<file path="config.mk">
export PLATFORM = sky130hd
export DESIGN_NAME = circular_queue_search_edit_core
export DESIGN_NICKNAME = d
export VERILOG_FILES = /design/src/rtl/cqse_pkg.sv /design/src/rtl/cqse_ram.sv /design/src/rtl/cqse_front.sv /design/src/rtl/cqse_back.sv /design/src/rtl/circular_queue_search_edit_core.sv
export SDC_FILE = /design/constraint.sdc
export NUM_CORES = 1
export LEC_CHECK = 0
export BUFFER_PORTS_ARGS = -buffer_cell sky130_fd_sc_hd__buf_2
export CORE_AREA = 2 2 172 208
export CTS_CLUSTER_DIAMETER = 40
export CTS_CLUSTER_SIZE = 30
export DETAILED_ROUTE_END_ITERATION = 12
export DIE_AREA = 0 0 174 210
export GPL_ROUTABILITY_DRIVEN = 0
export PLACE_DENSITY = 0.9
export SLEW_MARGIN = 20
export SYNTH_ARGS = -nofsm -noshare
export SYNTH_HDL_FRONTEND = slang
export SYNTH_SLANG_ARGS = --single-unit
</file>
<file path="constraint.sdc">
create_clock -name aclk -period 13.56 [get_ports aclk]
set_input_delay 2.034 -clock aclk [delete_from_list [all_inputs] [get_ports aclk]]
set_output_delay 2.034 -clock aclk [all_outputs]
set_load 0.005 [all_outputs]
</file>
<file path="src/rtl/cqse_pkg.sv">
// Shared types and codes for the circular queue search/edit core.
`default_nettype none

package cqse_pkg;

    // Default queue depth
    localparam int DEPTH_DEF = 8;

    // Command codes
    localparam logic [2:0] CMD_ENQ  = 3'd0;
    localparam logic [2:0] CMD_DEQ  = 3'd1;
    localparam logic [2:0] CMD_TRAV = 3'd2;
    localparam logic [2:0] CMD_SRCH = 3'd3;
    localparam logic [2:0] CMD_EDIT = 3'd4;

    // Result status codes
    localparam logic [1:0] ST_OK    = 2'd0;
    localparam logic [1:0] ST_FULL  = 2'd1;
    localparam logic [1:0] ST_EMPTY = 2'd2;
    localparam logic [1:0] ST_MISS  = 2'd3;

    // One decoded command as it waits between front and back
    typedef struct packed {
        logic [2:0]         op;
        logic signed [31:0] data;
        logic signed [31:0] repl;
    } cqse_cmd_t;

    // Command request from front to back
    typedef struct packed {
        logic      valid;
        cqse_cmd_t cmd;
    } cqse_req_t;

endpackage

`default_nettype wire

</file>
<file path="src/rtl/cqse_ram.sv">
// Generic single-write, single-read RAM with registered read data.
`default_nettype none

module cqse_ram #(
    parameter int WIDTH = 32,
    parameter int DEPTH = 8
) (
    input  wire logic                     aclk,
    input  wire logic                     we,
    input  wire logic [$clog2(DEPTH)-1:0] waddr,
    input  wire logic [WIDTH-1:0]         wdata,
    input  wire logic                     re,
    input  wire logic [$clog2(DEPTH)-1:0] raddr,
    output logic      [WIDTH-1:0]         rdata
);

    logic [WIDTH-1:0] mem_reg [DEPTH];

    // Write port
    always_ff @(posedge aclk) begin
        if (we) begin
            mem_reg[waddr] <= wdata;
        end
    end

    // Registered read; hold data while no read is issued
    always_ff @(posedge aclk) begin
        if (re) begin
            rdata <= mem_reg[raddr];
        end
    end

endmodule

`default_nettype wire

</file>
<file path="src/rtl/cqse_front.sv">
// Front end: accepts input transfers, drops unused codes, queues commands.
`default_nettype none

module cqse_front (
    input  wire logic               aclk,
    input  wire logic               aresetn,
    input  wire logic               s_valid,
    output logic                    s_ready,
    input  wire logic [2:0]         s_command,
    input  wire logic signed [31:0] s_data_value,
    input  wire logic signed [31:0] s_replacement,
    output cqse_pkg::cqse_req_t     req,
    input  wire logic               req_ready
);
    import cqse_pkg::*;

    cqse_cmd_t   slot_reg [2];
    logic        wr_ptr_reg, wr_ptr_next;
    logic        rd_ptr_reg, rd_ptr_next;
    logic [1:0]  cnt_reg, cnt_next;
    logic        known;
    logic        push;
    logic        pop;
    cqse_cmd_t   incoming;

    // Classify the command; unused codes cause nothing
    assign known = s_command inside {CMD_ENQ, CMD_DEQ, CMD_TRAV, CMD_SRCH, CMD_EDIT};

    assign s_ready   = (cnt_reg != 2'd2);
    assign push      = s_valid && s_ready && known;
    assign pop       = req.valid && req_ready;
    assign req.valid = (cnt_reg != 2'd0);
    assign req.cmd   = slot_reg[rd_ptr_reg];

    assign incoming.op   = s_command;
    assign incoming.data = s_data_value;
    assign incoming.repl = s_replacement;

    // Advance queue pointers and count
    always_comb begin
        wr_ptr_next = wr_ptr_reg ^ push;
        rd_ptr_next = rd_ptr_reg ^ pop;
        cnt_next    = cnt_reg + {1'b0, push} - {1'b0, pop};
    end

    always_ff @(posedge aclk) begin
        if (!aresetn) begin
            wr_ptr_reg <= 1'b0;
            rd_ptr_reg <= 1'b0;
            cnt_reg    <= 2'd0;
        end else begin
            wr_ptr_reg <= wr_ptr_next;
            rd_ptr_reg <= rd_ptr_next;
            cnt_reg    <= cnt_next;
        end
    end

    // Store the queued command
    always_ff @(posedge aclk) begin
        if (push) begin
            slot_reg[wr_ptr_reg] <= incoming;
        end
    end

endmodule

`default_nettype wire

</file>
<file path="src/rtl/cqse_back.sv">
// Back end: executes queued commands against the ring buffer and drives results.
`default_nettype none

module cqse_back #(
    parameter int DEPTH = cqse_pkg::DEPTH_DEF
) (
    input  wire logic               aclk,
    input  wire logic               aresetn,
    input  wire cqse_pkg::cqse_req_t req,
    output logic                    req_ready,
    output logic                    m_valid,
    input  wire logic               m_ready,
    output logic [1:0]              m_status,
    output logic signed [31:0]      m_result_value,
    output logic                    m_last
);
    import cqse_pkg::*;

    localparam int IDX_W = $clog2(DEPTH);
    localparam int CNT_W = $clog2(DEPTH + 1);

    localparam logic [1:0] S_IDLE  = 2'd0;
    localparam logic [1:0] S_DISP  = 2'd1;
    localparam logic [1:0] S_READ  = 2'd2;
    localparam logic [1:0] S_CHECK = 2'd3;

    logic [1:0]         state_reg, state_next;
    logic [2:0]         op_reg, op_next;
    logic signed [31:0] key_reg, key_next;
    logic signed [31:0] repl_reg, repl_next;
    logic [IDX_W-1:0]   head_reg, head_next;
    logic [IDX_W-1:0]   tail_reg, tail_next;
    logic [CNT_W-1:0]   occ_reg, occ_next;
    logic [IDX_W-1:0]   slot_reg, slot_next;
    logic [CNT_W-1:0]   n_reg, n_next;

    logic               m_valid_reg;
    logic [1:0]         m_status_reg;
    logic signed [31:0] m_value_reg;
    logic               m_last_reg;

    logic               out_free;
    logic               emit;
    logic [1:0]         e_status;
    logic [31:0]        e_value;
    logic               e_last;

    logic               ram_we;
    logic [IDX_W-1:0]   ram_waddr;
    logic [31:0]        ram_wdata;
    logic               ram_re;
    logic [31:0]        ram_rdata;
    logic               is_end;
    logic               hit;

    function automatic logic [IDX_W-1:0] idx_inc(input logic [IDX_W-1:0] p);
        return (p == IDX_W'(DEPTH - 1)) ? '0 : p + 1'b1;
    endfunction

    cqse_ram #(
        .WIDTH (32),
        .DEPTH (DEPTH)
    ) u_ram (
        .aclk  (aclk),
        .we    (ram_we),
        .waddr (ram_waddr),
        .wdata (ram_wdata),
        .re    (ram_re),
        .raddr (slot_reg),
        .rdata (ram_rdata)
    );

    assign out_free = !m_valid_reg || m_ready;
    assign is_end   = (CNT_W'(n_reg + 1'b1) == occ_reg);
    assign hit      = (ram_rdata == key_reg);

    // Sequence one command at a time
    always_comb begin
        state_next = state_reg;
        op_next    = op_reg;
        key_next   = key_reg;
        repl_next  = repl_reg;
        head_next  = head_reg;
        tail_next  = tail_reg;
        occ_next   = occ_reg;
        slot_next  = slot_reg;
        n_next     = n_reg;
        req_ready  = 1'b0;
        ram_we     = 1'b0;
        ram_waddr  = tail_reg;
        ram_wdata  = key_reg;
        ram_re     = 1'b0;
        emit       = 1'b0;
        e_status   = ST_OK;
        e_value    = '0;
        e_last     = 1'b1;

        case (state_reg)
            S_IDLE: begin
                req_ready = 1'b1;
                if (req.valid) begin
                    op_next    = req.cmd.op;
                    key_next   = req.cmd.data;
                    repl_next  = req.cmd.repl;
                    slot_next  = head_reg;
                    n_next     = '0;
                    state_next = S_DISP;
                end
            end
            S_DISP: begin
                if (out_free) begin
                    if (op_reg == CMD_ENQ) begin
                        emit       = 1'b1;
                        state_next = S_IDLE;
                        if (occ_reg == CNT_W'(DEPTH)) begin
                            e_status = ST_FULL;
                        end else begin
                            ram_we    = 1'b1;
                            tail_next = idx_inc(tail_reg);
                            occ_next  = occ_reg + 1'b1;
                        end
                    end else if (occ_reg == '0) begin
                        emit       = 1'b1;
                        e_status   = ST_EMPTY;
                        state_next = S_IDLE;
                    end else begin
                        state_next = S_READ;
                    end
                end
            end
            S_READ: begin
                ram_re     = 1'b1;
                state_next = S_CHECK;
            end
            S_CHECK: begin
                if (out_free) begin
                    case (op_reg)
                        CMD_DEQ: begin
                            emit       = 1'b1;
                            e_value    = ram_rdata;
                            head_next  = idx_inc(head_reg);
                            occ_next   = occ_reg - 1'b1;
                            state_next = S_IDLE;
                        end
                        CMD_TRAV: begin
                            emit    = 1'b1;
                            e_value = ram_rdata;
                            e_last  = is_end;
                            if (is_end) begin
                                state_next = S_IDLE;
                            end else begin
                                slot_next  = idx_inc(slot_reg);
                                n_next     = n_reg + 1'b1;
                                state_next = S_READ;
                            end
                        end
                        CMD_SRCH, CMD_EDIT: begin
                            if (hit) begin
                                emit       = 1'b1;
                                state_next = S_IDLE;
                                if (op_reg == CMD_EDIT) begin
                                    ram_we    = 1'b1;
                                    ram_waddr = slot_reg;
                                    ram_wdata = repl_reg;
                                end
                            end else if (is_end) begin
                                emit       = 1'b1;
                                e_status   = ST_MISS;
                                state_next = S_IDLE;
                            end else begin
                                slot_next  = idx_inc(slot_reg);
                                n_next     = n_reg + 1'b1;
                                state_next = S_READ;
                            end
                        end
                        default: begin
                            state_next = S_IDLE;
                        end
                    endcase
                end
            end
            default: begin
                state_next = S_IDLE;
            end
        endcase
    end

    // Control state
    always_ff @(posedge aclk) begin
        if (!aresetn) begin
            state_reg   <= S_IDLE;
            head_reg    <= '0;
            tail_reg    <= '0;
            occ_reg     <= '0;
            m_valid_reg <= 1'b0;
        end else begin
            state_reg <= state_next;
            head_reg  <= head_next;
            tail_reg  <= tail_next;
            occ_reg   <= occ_next;
            if (emit) begin
                m_valid_reg <= 1'b1;
            end else if (m_ready) begin
                m_valid_reg <= 1'b0;
            end
        end
    end

    // Command payload, scan position and result register
    always_ff @(posedge aclk) begin
        op_reg   <= op_next;
        key_reg  <= key_next;
        repl_reg <= repl_next;
        slot_reg <= slot_next;
        n_reg    <= n_next;
        if (emit) begin
            m_status_reg <= e_status;
            m_value_reg  <= e_value;
            m_last_reg   <= e_last;
        end
    end

    assign m_valid        = m_valid_reg;
    assign m_status       = m_status_reg;
    assign m_result_value = m_value_reg;
    assign m_last         = m_last_reg;

    a_occ_range: assert property (@(posedge aclk) disable iff (!aresetn)
        occ_reg <= CNT_W'(DEPTH))
        else $error("occupancy exceeds depth");

    a_ptr_range: assert property (@(posedge aclk) disable iff (!aresetn)
        (head_reg <= IDX_W'(DEPTH - 1)) && (tail_reg <= IDX_W'(DEPTH - 1)))
        else $error("ring pointer out of range");

    a_ptr_match: assert property (@(posedge aclk) disable iff (!aresetn)
        (occ_reg == '0 || occ_reg == CNT_W'(DEPTH)) |-> (head_reg == tail_reg))
        else $error("head and tail disagree with occupancy");

    a_check_after_read: assert property (@(posedge aclk) disable iff (!aresetn)
        (state_reg == S_CHECK) |-> ($past(state_reg) == S_READ || $past(state_reg) == S_CHECK))
        else $error("check without a preceding read");

    a_emit_free: assert property (@(posedge aclk) disable iff (!aresetn)
        (m_valid_reg && !m_ready) |=> (m_valid_reg && $stable(m_value_reg)))
        else $error("held result overwritten");

endmodule

`default_nettype wire

</file>
<file path="src/rtl/circular_queue_search_edit_core.sv">
// Top level of the circular queue with search, edit and traverse commands.
//
//  channel | direction | ports                                   | handshake
//  s_      | in        | s_command, s_data_value, s_replacement  | s_valid / s_ready
//  m_      | out       | m_status, m_result_value, m_last        | m_valid / m_ready
//
// Enqueue and the empty or full cases finish in the dispatch state; dequeue also reads the RAM.
// Traverse, search and edit step through entries with the RAM read port,
// one read state and one check state per entry, up to DEPTH entries per command.
// A two-entry command queue in front lets inputs be taken while results stall.
// Reset (aresetn low, synchronous) empties the queue; RAM contents are not cleared.
// A stalled result holds the back end; the front keeps accepting until its queue fills.
`default_nettype none

module circular_queue_search_edit_core #(
    parameter int DEPTH = cqse_pkg::DEPTH_DEF
) (
    input  wire logic               aclk,
    input  wire logic               aresetn,
    input  wire logic               s_valid,
    output logic                    s_ready,
    input  wire logic [2:0]         s_command,
    input  wire logic signed [31:0] s_data_value,
    input  wire logic signed [31:0] s_replacement,
    output logic                    m_valid,
    input  wire logic               m_ready,
    output logic [1:0]              m_status,
    output logic signed [31:0]      m_result_value,
    output logic                    m_last
);
    import cqse_pkg::*;

    cqse_req_t req;
    logic      req_ready;

    cqse_front u_front (
        .aclk          (aclk),
        .aresetn       (aresetn),
        .s_valid       (s_valid),
        .s_ready       (s_ready),
        .s_command     (s_command),
        .s_data_value  (s_data_value),
        .s_replacement (s_replacement),
        .req           (req),
        .req_ready     (req_ready)
    );

    cqse_back #(
        .DEPTH (DEPTH)
    ) u_back (
        .aclk           (aclk),
        .aresetn        (aresetn),
        .req            (req),
        .req_ready      (req_ready),
        .m_valid        (m_valid),
        .m_ready        (m_ready),
        .m_status       (m_status),
        .m_result_value (m_result_value),
        .m_last         (m_last)
    );

endmodule

`default_nettype wire
</file>
==> results.sh, run 1 <==
export IMPL_status="complete, no violations"
export IMPL_grt_pass1_vias=10650
export IMPL_path_max_fanout=38
export IMPL_cts_resized=0
export IMPL_ys_ff_latch=548
export IMPL_routed_wl_mm=43.16
export IMPL_crit_type="input port to register"
export IMPL_min_period_ns=4.340
export IMPL_synth_main_ff_cell="edfxtp_1"
export IMPL_synth_warnings=0
export IMPL_relSlewSlack=0.2874
export IMPL_cts_max_level=2
export IMPL_wire_per_inst_um=25.97
export IMPL_maxSlewViolCount=0
export IMPL_cts_setup_buffers=0
export IMPL_synth_top_cell_area_share=0.7536
export IMPL_final_cell_mix="edfxtp_1 (531), mux2_2 (135), buf_2 (107), mux4_2 (64), clkbuf_16 (49)"
export IMPL_synthTopCellsByArea="edfxtp_1 (75%), mux2_2 (7.2%), mux4_2 (6.8%)"
export IMPL_drt_initial_drc_count=1166
export IMPL_vdd_drop_max_uv=147.9
export IMPL_area_growth_synth_to_final_pct=13.51
export IMPL_hp_class="register to register"
export IMPL_numClockSinks=548
export IMPL_setup_slack_ns=9.220
export IMPL_arrival_ns=4.52
export IMPL_crit_slowest_cell="and3_4"
export IMPL_initial_core_util=0.6127
export IMPL_finalCritPeriodShare=0.3200
export IMPL_max_cap_violations=0
export IMPL_hold_viol=0
export IMPL_ios=108
export IMPL_synth_edf_count=531
export IMPL_syn_area_per_cell_um2=20.50
export IMPL_power_density_nw_per_um2=197.5
export IMPL_clockRootBuffer="clkbuf_16"
export IMPL_crit_chain="buf_2 > nand2b_1 > and3_1 > and3_4 > mux2_2 > nor3_2 > buf_4"
export IMPL_hold_buffers=0
export IMPL_clock_skew_ns=0.04555
export IMPL_first_pass_iters=6
export IMPL_grt_max_degree=70
export IMPL_setup_viol=0
export IMPL_synth_cell_types=50
export IMPL_post_route_util=0.6955
export IMPL_fin_setup_tns_ns=0
export IMPL_numCtsBuffers=46
export IMPL_cp_start_kind="input port"
export IMPL_grt_pass1_wl_mm=64.79
export IMPL_drive_above_1_share=0.3592
export IMPL_crit_buf_inv=2
export IMPL_clk_pin_slew_worst_paths_ns=0.07
export IMPL_layout_commonest_cell="edfxtp_1"
export IMPL_die_y_um=210
export IMPL_io_buffers=107
export IMPL_vias_per_cell=6.234
export IMPL_synth_nets=1121
export IMPL_cpPeakStageDelay_ns=0.67
export IMPL_holdWs_ns=0.5488
export IMPL_vias=10360
export IMPL_place_hpwl_mm=23.13
export IMPL_ys_seq_area_frac=0.7697
export IMPL_clock_latency_ns=0.58
export IMPL_synthArstFlopShare=0
export IMPL_post_place_ws_ns=8.364
export IMPL_coreArea_um2=34530
export IMPL_grtUsageTotal=0.2392
export IMPL_grt_overflow_total=0
export IMPL_synth_area_leader_cell="edfxtp_1"
export IMPL_diodes=0
export IMPL_worst_pin_slew_ns=1.069
export IMPL_cts_tree="yes"
export IMPL_leakagePower_nw=7.926
export IMPL_final_nets=1251
export IMPL_rsz0062_at_grt="no"
export IMPL_die_w_um=174
export IMPL_largest_reg_flops=256
export IMPL_required_ns=13.74
export IMPL_die_area_um2=36540
export IMPL_final_antenna_net_count=0
export IMPL_timing_fmax_mhz=230.4
export IMPL_drc=0
export IMPL_grt_antenna_before_repair=0
export IMPL_critPathTopFamily="simple AND/OR/NAND/NOR gates"
export IMPL_cts_buffer_depth=3
export IMPL_fp_row_count=75
export IMPL_synth_cells=1032
export IMPL_synth_area_um2=21160
export IMPL_end_kind="register"
## worst paths after layout
check                         start                    endpoint  slack [ns]  cells past startpoint
max reg2reg  u_back.u_ram.rdata[14]  u_back.u_ram.mem_reg[0][2]        9.36                      7
min          u_front.slot_reg[1][3]          u_back.repl_reg[3]        0.55                      1
max                         m_ready  u_back.u_ram.mem_reg[0][2]        9.22                      7
min reg2reg  u_front.slot_reg[1][3]          u_back.repl_reg[3]        0.55                      1
## kinds of logic after synthesis
group,after synthesis,synth area share
buffers and inverters,55,0.01159
and+or+nand+nor,120,0.03182
DFF,548,0.7697
AOI/OAI and AO/OA,37,0.01201
xor gates and xnor gates,47,0.02011
muxes,207,0.1438
adders and majority gates,18,0.01100
## metal layers
metal | vias up | share of wire | GRT usage
li1 | 4368 | - | -
met1 | 5319 | 0.37 | 0.3079
met2 | 571 | 0.52 | 0.4163
met3 | 103 | 0.072 | 0.03409
met4 | 0 | 0.038 | 0.09591
met5 | - | 0 | 0
## worst register-to-register path, stage by stage, from the launching register on
cell	delay (ns)
edfxtp_1	0.49
xnor2_1	0.30
nand4_1	0.21
nor4_1	0.76
and3_4	0.84
mux2_2	0.48
nor3_2	0.18
buf_4	0.53
## per-stage QoR
step           std cells  instance area [µm²]  total power, mW
2_1_floorplan       1032                21160            3.022
5_1_grt             1662                24020            4.903
3_5_place_dp        1576                22290            3.317
6_report            1662                24020            4.743
3_3_place_gp        1576                22290            3.259
4_1_cts             1662                24010            4.761
## power by group
group / internal (mW) / leakage [nW] / total [mW] / switching (mW)
sequential: 2.21 / 4.99 / 2.32 / 0.108
clock: 0.749 / 0.826 / 1.43 / 0.681
combinational: 0.436 / 2.11 / 0.994 / 0.558
## cell usage after synthesis (4+ instances only)
master and number:
inv_1 11, edfxtp_1 531, buf_1 6, nor2_1 15, nor2b_1 13, mux2i_1 8
and2_1 39, o21ai_0 8, clkbuf_1 27, xnor2_1 40, buf_2 7, xor2_1 6
buf_6 4, a21o_1 4, nor3_1 14, dfxtp_1 17, nand4_1 8, mux4_2 64
nand2_1 12, a21oi_1 7, ha_1 17, nand3_1 4, mux2_2 135
## layout make-up
cell class / count / area, µm²
flip-flops and latches: 548 / 16290
inverters: 11 / 41.29
fillers: 2022 / 10520
multi-input cells: 429 / 4711
clock inverters: 37 / 495.5
clock buffers: 49 / 1226
well taps: 462 / 578.1
repair buffers: 126 / 678.2
(Power assumes the default switching activity.)
==> inputs of run 2 (changes only) <==
Settings changed: CORE_AREA 2 2 172 208 to 2 2 174 210, DIE_AREA 0 0 174 210 to 0 0 176 212, PLACE_DENSITY 0.9 to 0.88.
Clock period 13.56 ns to 4.5 ns, I/O delays scaled along.
==> results.sh, run 2 (same netlist as run 1, synthesis figures left out) <==
export IMPL_setup_viol=0
export IMPL_final_cell_mix="edfxtp_1 (531), mux2_2 (135), buf_2 (107), mux4_2 (64), clkbuf_16 (43)"
export IMPL_min_period_ns=3.899
export IMPL_hp_class="input port to register"
export IMPL_p_sw_frac=0.2907
export IMPL_max_cap_violations=0
export IMPL_path_max_fanout=25
export IMPL_die_area_um2=37310
export IMPL_vias=10420
export IMPL_clock_power_share=0.284
export IMPL_final_nets=1265
export IMPL_n_fill_cell=2083
export IMPL_maxSlewViolCount=0
export IMPL_placed_cells=1599
export IMPL_cts_setup_buffers=0
export IMPL_hold_buffers=0
export IMPL_io_buffers=107
export IMPL_largest_reg_flops=256
export IMPL_coreArea_um2=35470
export IMPL_numCtsBuffers=43
export IMPL_vias_per_cell=6.209
export IMPL_timing_fmax_mhz=256.5
export IMPL_arrival_ns=4.11
export IMPL_ff2ff_path_depth=7
export IMPL_setup_slack_ns=0.6014
export IMPL_fp_row_count=76
export IMPL_regToRegStartpoint="u_back.key_reg[14]"
export IMPL_p_comb_frac=0.211
export IMPL_drt_initial_drc_count=1085
export IMPL_cts_buffer_depth=3
export IMPL_clk_pin_slew_worst_paths_ns=0.09
export IMPL_initial_core_util=0.5965
export IMPL_ios=108
export IMPL_post_place_ws_ns=0.8493
export IMPL_worst_pin_slew_ns=1.062
export IMPL_power_frac_seq=0.505
export IMPL_clock_skew_ns=0.02275
export IMPL_status="complete, no violations"
export IMPL_whs_path_depth=1
export IMPL_cts_max_level=2
export IMPL_r2r_end="u_back.u_ram.mem_reg[6][6]"
export IMPL_relSlewSlack=0.2920
export IMPL_cts_tree="yes"
export IMPL_final_antenna_net_count=0
export IMPL_cts_resized=0
export IMPL_clock_latency_ns=0.57
export IMPL_final_cells=1678
export IMPL_drive_above_1_share=0.3623
export IMPL_grt_antenna_before_repair=0
export IMPL_wire_per_inst_um=25.96
export IMPL_numClockSinks=548
export IMPL_cp_start_kind="register"
export IMPL_first_pass_iters=5
export IMPL_hold_viol=0
export IMPL_die_w_um=176
export IMPL_layout_commonest_cell="edfxtp_1"
export IMPL_grt_overflow_total=0
export IMPL_required_ns=4.71
export IMPL_clockRootBuffer="clkbuf_16"
export IMPL_crit_path_end="u_back.u_ram.mem_reg[6][6]"
export IMPL_routed_wl_mm=43.56
export IMPL_place_hpwl_mm=26.60
export IMPL_rrSetupSlack_ns=0.60
export IMPL_end_kind="register"
export IMPL_grtUsageTotal=0.2412
export IMPL_crit_type="register to register"
export IMPL_placedInstanceArea_um2=22450
export IMPL_finalInstanceArea_um2=23950
export IMPL_area_growth_synth_to_final_pct=13.19
export IMPL_grt_pass1_vias=10920
export IMPL_die_y_um=212
export IMPL_cp_startpoint="u_back.key_reg[14]"
export IMPL_rsz0062_at_grt="no"
export IMPL_power_density_nw_per_um2=584.3
export IMPL_design_power_total_mw=13.99
export IMPL_finalCritPeriodShare=0.8664
export IMPL_grt_max_degree=69
export IMPL_p_int_mw=9.925
export IMPL_p_switching_mw=4.069
export IMPL_drc=0
export IMPL_vdd_drop_max_uv=347.5
export IMPL_grt_pass1_wl_mm=65.87
export IMPL_leakagePower_nw=7.944
==> run 2: cell types whose count changed in the layout (fill, tap and decap cells not counted), sizes merged, moves of 2 or more <==
cell,change
buf,+17
clkinv,-6
inv,+6
clkbuf,-4
bufinv,-2
clkinvlp,-2
==> run 2: routing by layer <==
metal	up-vias	global-route usage	part of all wire
li1	4393	-	-
met1	5352	0.3099	0.38
met2	550	0.4066	0.50
met3	123	0.03988	0.069
met4	0	0.1154	0.048
met5	-	0	0
==> run 2: final cells by class <==
type	instances	area (µm²)	area share
diodes	1	2.502	0.0001045
clock buffers	45	1084	0.04524
clock inverters	33	417.9	0.01745
inverters	11	41.29	0.001724
multi-input cells	429	4713	0.1968
flip-flops and latches	548	16290	0.6801
well taps	468	585.6	0.02445
repair buffers	143	818.3	0.03417
==> run 2: power by group through the flow <==
stage	clock network, mW	logic (mW)	registers (mW)
after floorplan	0	2.14	6.95
after CTS	4.03	2.98	7.07
after detailed placement	0	2.92	7.17
after global routing	4.20	3.17	7.11
final	3.98	2.95	7.06
after global placement	0	2.77	7.14
==> run 2: worst min path at each step <==
stage / start / end
4_1_cts: s_replacement[15] / u_front.slot_reg[0][15]
5_1_grt: s_data_value[15] / u_front.slot_reg[0][47]
6_report: s_replacement[15] / u_front.slot_reg[1][15]
3_5_place_dp: u_front.slot_reg[1][34] / u_back.key_reg[2]
3_3_place_gp: u_back.state_reg[0] / u_back.state_reg[0]
2_1_floorplan: u_back.state_reg[0] / u_back.state_reg[0]
==> run 2: critical path, cell delays in order (launching register included) <==
cell	delay [ns]
edfxtp_1	0.45
xnor2_1	0.48
nand4_1	0.27
nor4_1	0.65
and3_2	0.57
mux2_2	0.45
nor3_2	0.21
buf_4	0.45
==> run 2: metrics by stage <==
step / util / setup TNS (ns) / hold WS [ns]
2_1_floorplan: - / -9.824 / 0.4951
3_3_place_gp: 0.6328 / 0 / 0.5076
3_5_place_dp: 0.6328 / 0 / 0.5325
4_1_cts: 0.6751 / 0 / 0.2694
5_1_grt: 0.6751 / 0 / 0.2695
6_report: 0.6752 / 0 / 0.2920
==> inputs of run 3 (changes only) <==
Settings changed: CELL_PAD_IN_SITES_DETAIL_PLACEMENT set to 0, CELL_PAD_IN_SITES_GLOBAL_PLACEMENT set to 1, CORE_AREA 2 2 174 210 to 2 2 178 215, DIE_AREA 0 0 176 212 to 0 0 180 217, PLACE_DENSITY 0.88 to 0.94.
Clock period 4.5 ns to 4.9 ns, I/O delays scaled along.
==> results.sh, run 3 (same netlist as run 1, synthesis figures left out) <==
export IMPL_clockRootBuffer="clkbuf_16"
export IMPL_die_w_um=180
export IMPL_rsz0062_at_grt="no"
export IMPL_p_int_mw=9.325
export IMPL_p_sw_frac=0.2844
export IMPL_end_kind="register"
export IMPL_grt_pass1_wl_mm=61.89
export IMPL_p_switching_mw=3.705
export IMPL_cp_start_kind="register"
export IMPL_place_hpwl_mm=24.55
export IMPL_cts_tree="yes"
export IMPL_clock_latency_ns=0.59
export IMPL_final_cell_mix="edfxtp_1 (531), mux2_2 (135), buf_2 (107), mux4_2 (64), clkbuf_16 (47)"
export IMPL_grt_pass1_vias=10300
export IMPL_diodes=0
export IMPL_layout_commonest_cell="edfxtp_1"
export IMPL_vdd_drop_max_uv=425.2
export IMPL_setup_viol=0
export IMPL_grtUsageTotal=0.2115
export IMPL_die_y_um=217
export IMPL_setup_slack_ns=1.134
export IMPL_cts_max_level=2
export IMPL_fin_setup_tns_ns=0
export IMPL_crit_slowest_cell="nor4_1"
export IMPL_fp_row_count=78
export IMPL_leakagePower_nw=7.972
export IMPL_grt_antenna_before_repair=0
export IMPL_area_growth_synth_to_final_pct=13.86
export IMPL_design_power_total_mw=13.03
export IMPL_io_buffers=107
export IMPL_final_cells=1688
export IMPL_min_period_ns=3.766
export IMPL_post_place_ws_ns=1.168
export IMPL_arrival_ns=3.96
export IMPL_coreArea_um2=37180
export IMPL_worst_pin_slew_ns=0.9886
export IMPL_vias=9986
export IMPL_timing_fmax_mhz=265.6
export IMPL_relSlewSlack=0.3410
export IMPL_numCtsBuffers=45
export IMPL_placed_cells=1604
export IMPL_power_density_nw_per_um2=540.9
export IMPL_max_cap_violations=0
export IMPL_hold_viol=0
export IMPL_final_antenna_net_count=0
export IMPL_hp_class="input port to register"
export IMPL_ios=108
export IMPL_initial_core_util=0.5690
export IMPL_first_pass_iters=5
export IMPL_post_route_util=0.6479
export IMPL_clock_skew_ns=0.03267
export IMPL_cpPeakStageDelay_ns=0.71
export IMPL_cts_resized=0
export IMPL_p_comb_frac=0.205
export IMPL_cts_setup_buffers=0
export IMPL_clock_power_share=0.301
export IMPL_drive_above_1_share=0.3626
export IMPL_largest_reg_flops=256
export IMPL_path_max_fanout=32
export IMPL_finalCritPeriodShare=0.7685
export IMPL_required_ns=5.10
export IMPL_status="complete, no violations"
export IMPL_wire_per_inst_um=24.27
export IMPL_grt_overflow_total=0
export IMPL_die_area_um2=39060
export IMPL_drc=0
export IMPL_grt_max_degree=69
export IMPL_crit_type="register to register"
export IMPL_drt_initial_drc_count=936
export IMPL_vias_per_cell=5.916
export IMPL_power_frac_seq=0.494
export IMPL_rrSetupSlack_ns=1.13
export IMPL_final_nets=1260
export IMPL_numClockSinks=548
export IMPL_cts_buffer_depth=3
export IMPL_hold_buffers=0
export IMPL_maxSlewViolCount=0
export IMPL_clk_pin_slew_worst_paths_ns=0.09
export IMPL_routed_wl_mm=40.97
export IMPL_crit_chain="xnor2_1 > nand4_1 > nor4_1 > and3_2 > mux2_2 > nor3_2 > buf_4"
[run 3: changes by cell type in the layout (fill, tap and decap cells not counted), sizes merged]
cell	change
diode	-1
inv	-1
clkinvlp	+1
buf	-7
clkbuf	+4
bufinv	+1
clkinv	+1
[run 3: power groups by stage]
| stage | sequential [mW] | combinational [mW] | clock, mW |
|---|---|---|---|
| after floorplan | 6.39 | 1.96 | 0 |
| after global placement | 6.52 | 2.59 | 0 |
| after detailed placement | 6.54 | 2.67 | 0 |
| after CTS | 6.44 | 2.71 | 3.98 |
| after global routing | 6.49 | 2.90 | 4.14 |
| final | 6.44 | 2.67 | 3.92 |
[run 3: cell type report]
cell class                      instances  area [µm²]
Timing Repair Buffer                  136       753.2
Clock buffer                           49        1184
Multi-Input combinational cell        429        4707
Sequential cell                       548       16290
Clock inverter                         35       516.7
Tap cell                              480       600.6
Inverter                               11       41.29
Fill cell                            2339       13090
[run 3: worst paths after layout]
| kind | end | cells after the start | start |
|---|---|---|---|
| max reg2reg | u_back.u_ram.mem_reg[4][18] | 7 | u_back.key_reg[3] |
| min reg2reg | u_back.repl_reg[12] | 1 | u_front.slot_reg[1][12] |
| min | u_front.slot_reg[0][49] | 1 | s_data_value[17] |
| max | u_back.u_ram.mem_reg[4][18] | 7 | u_back.key_reg[3] |
[run 3: layer usage]
metal  track usage  part of all wire
met5             0                 0
met4       0.07263             0.027
met3       0.03430             0.062
met2        0.3622              0.51
met1        0.2788              0.40
[run 3: critical path: cells and delay by family, from the launching register on]
kind	cells	cell delay [ns]
flops	1	0.43
mux	1	0.45
xor+xnor	1	0.28
buf+inv	1	0.52
simple gates	4	1.69
[run 3: metrics by stage]
step           instance area (µm²)  hold WS [ns]
4_1_cts                      24090        0.3178
3_5_place_dp                 22390        0.5313
5_1_grt                      24090        0.3182
2_1_floorplan                21160        0.4951
6_report                     24090        0.3380
3_3_place_gp                 22390        0.5226
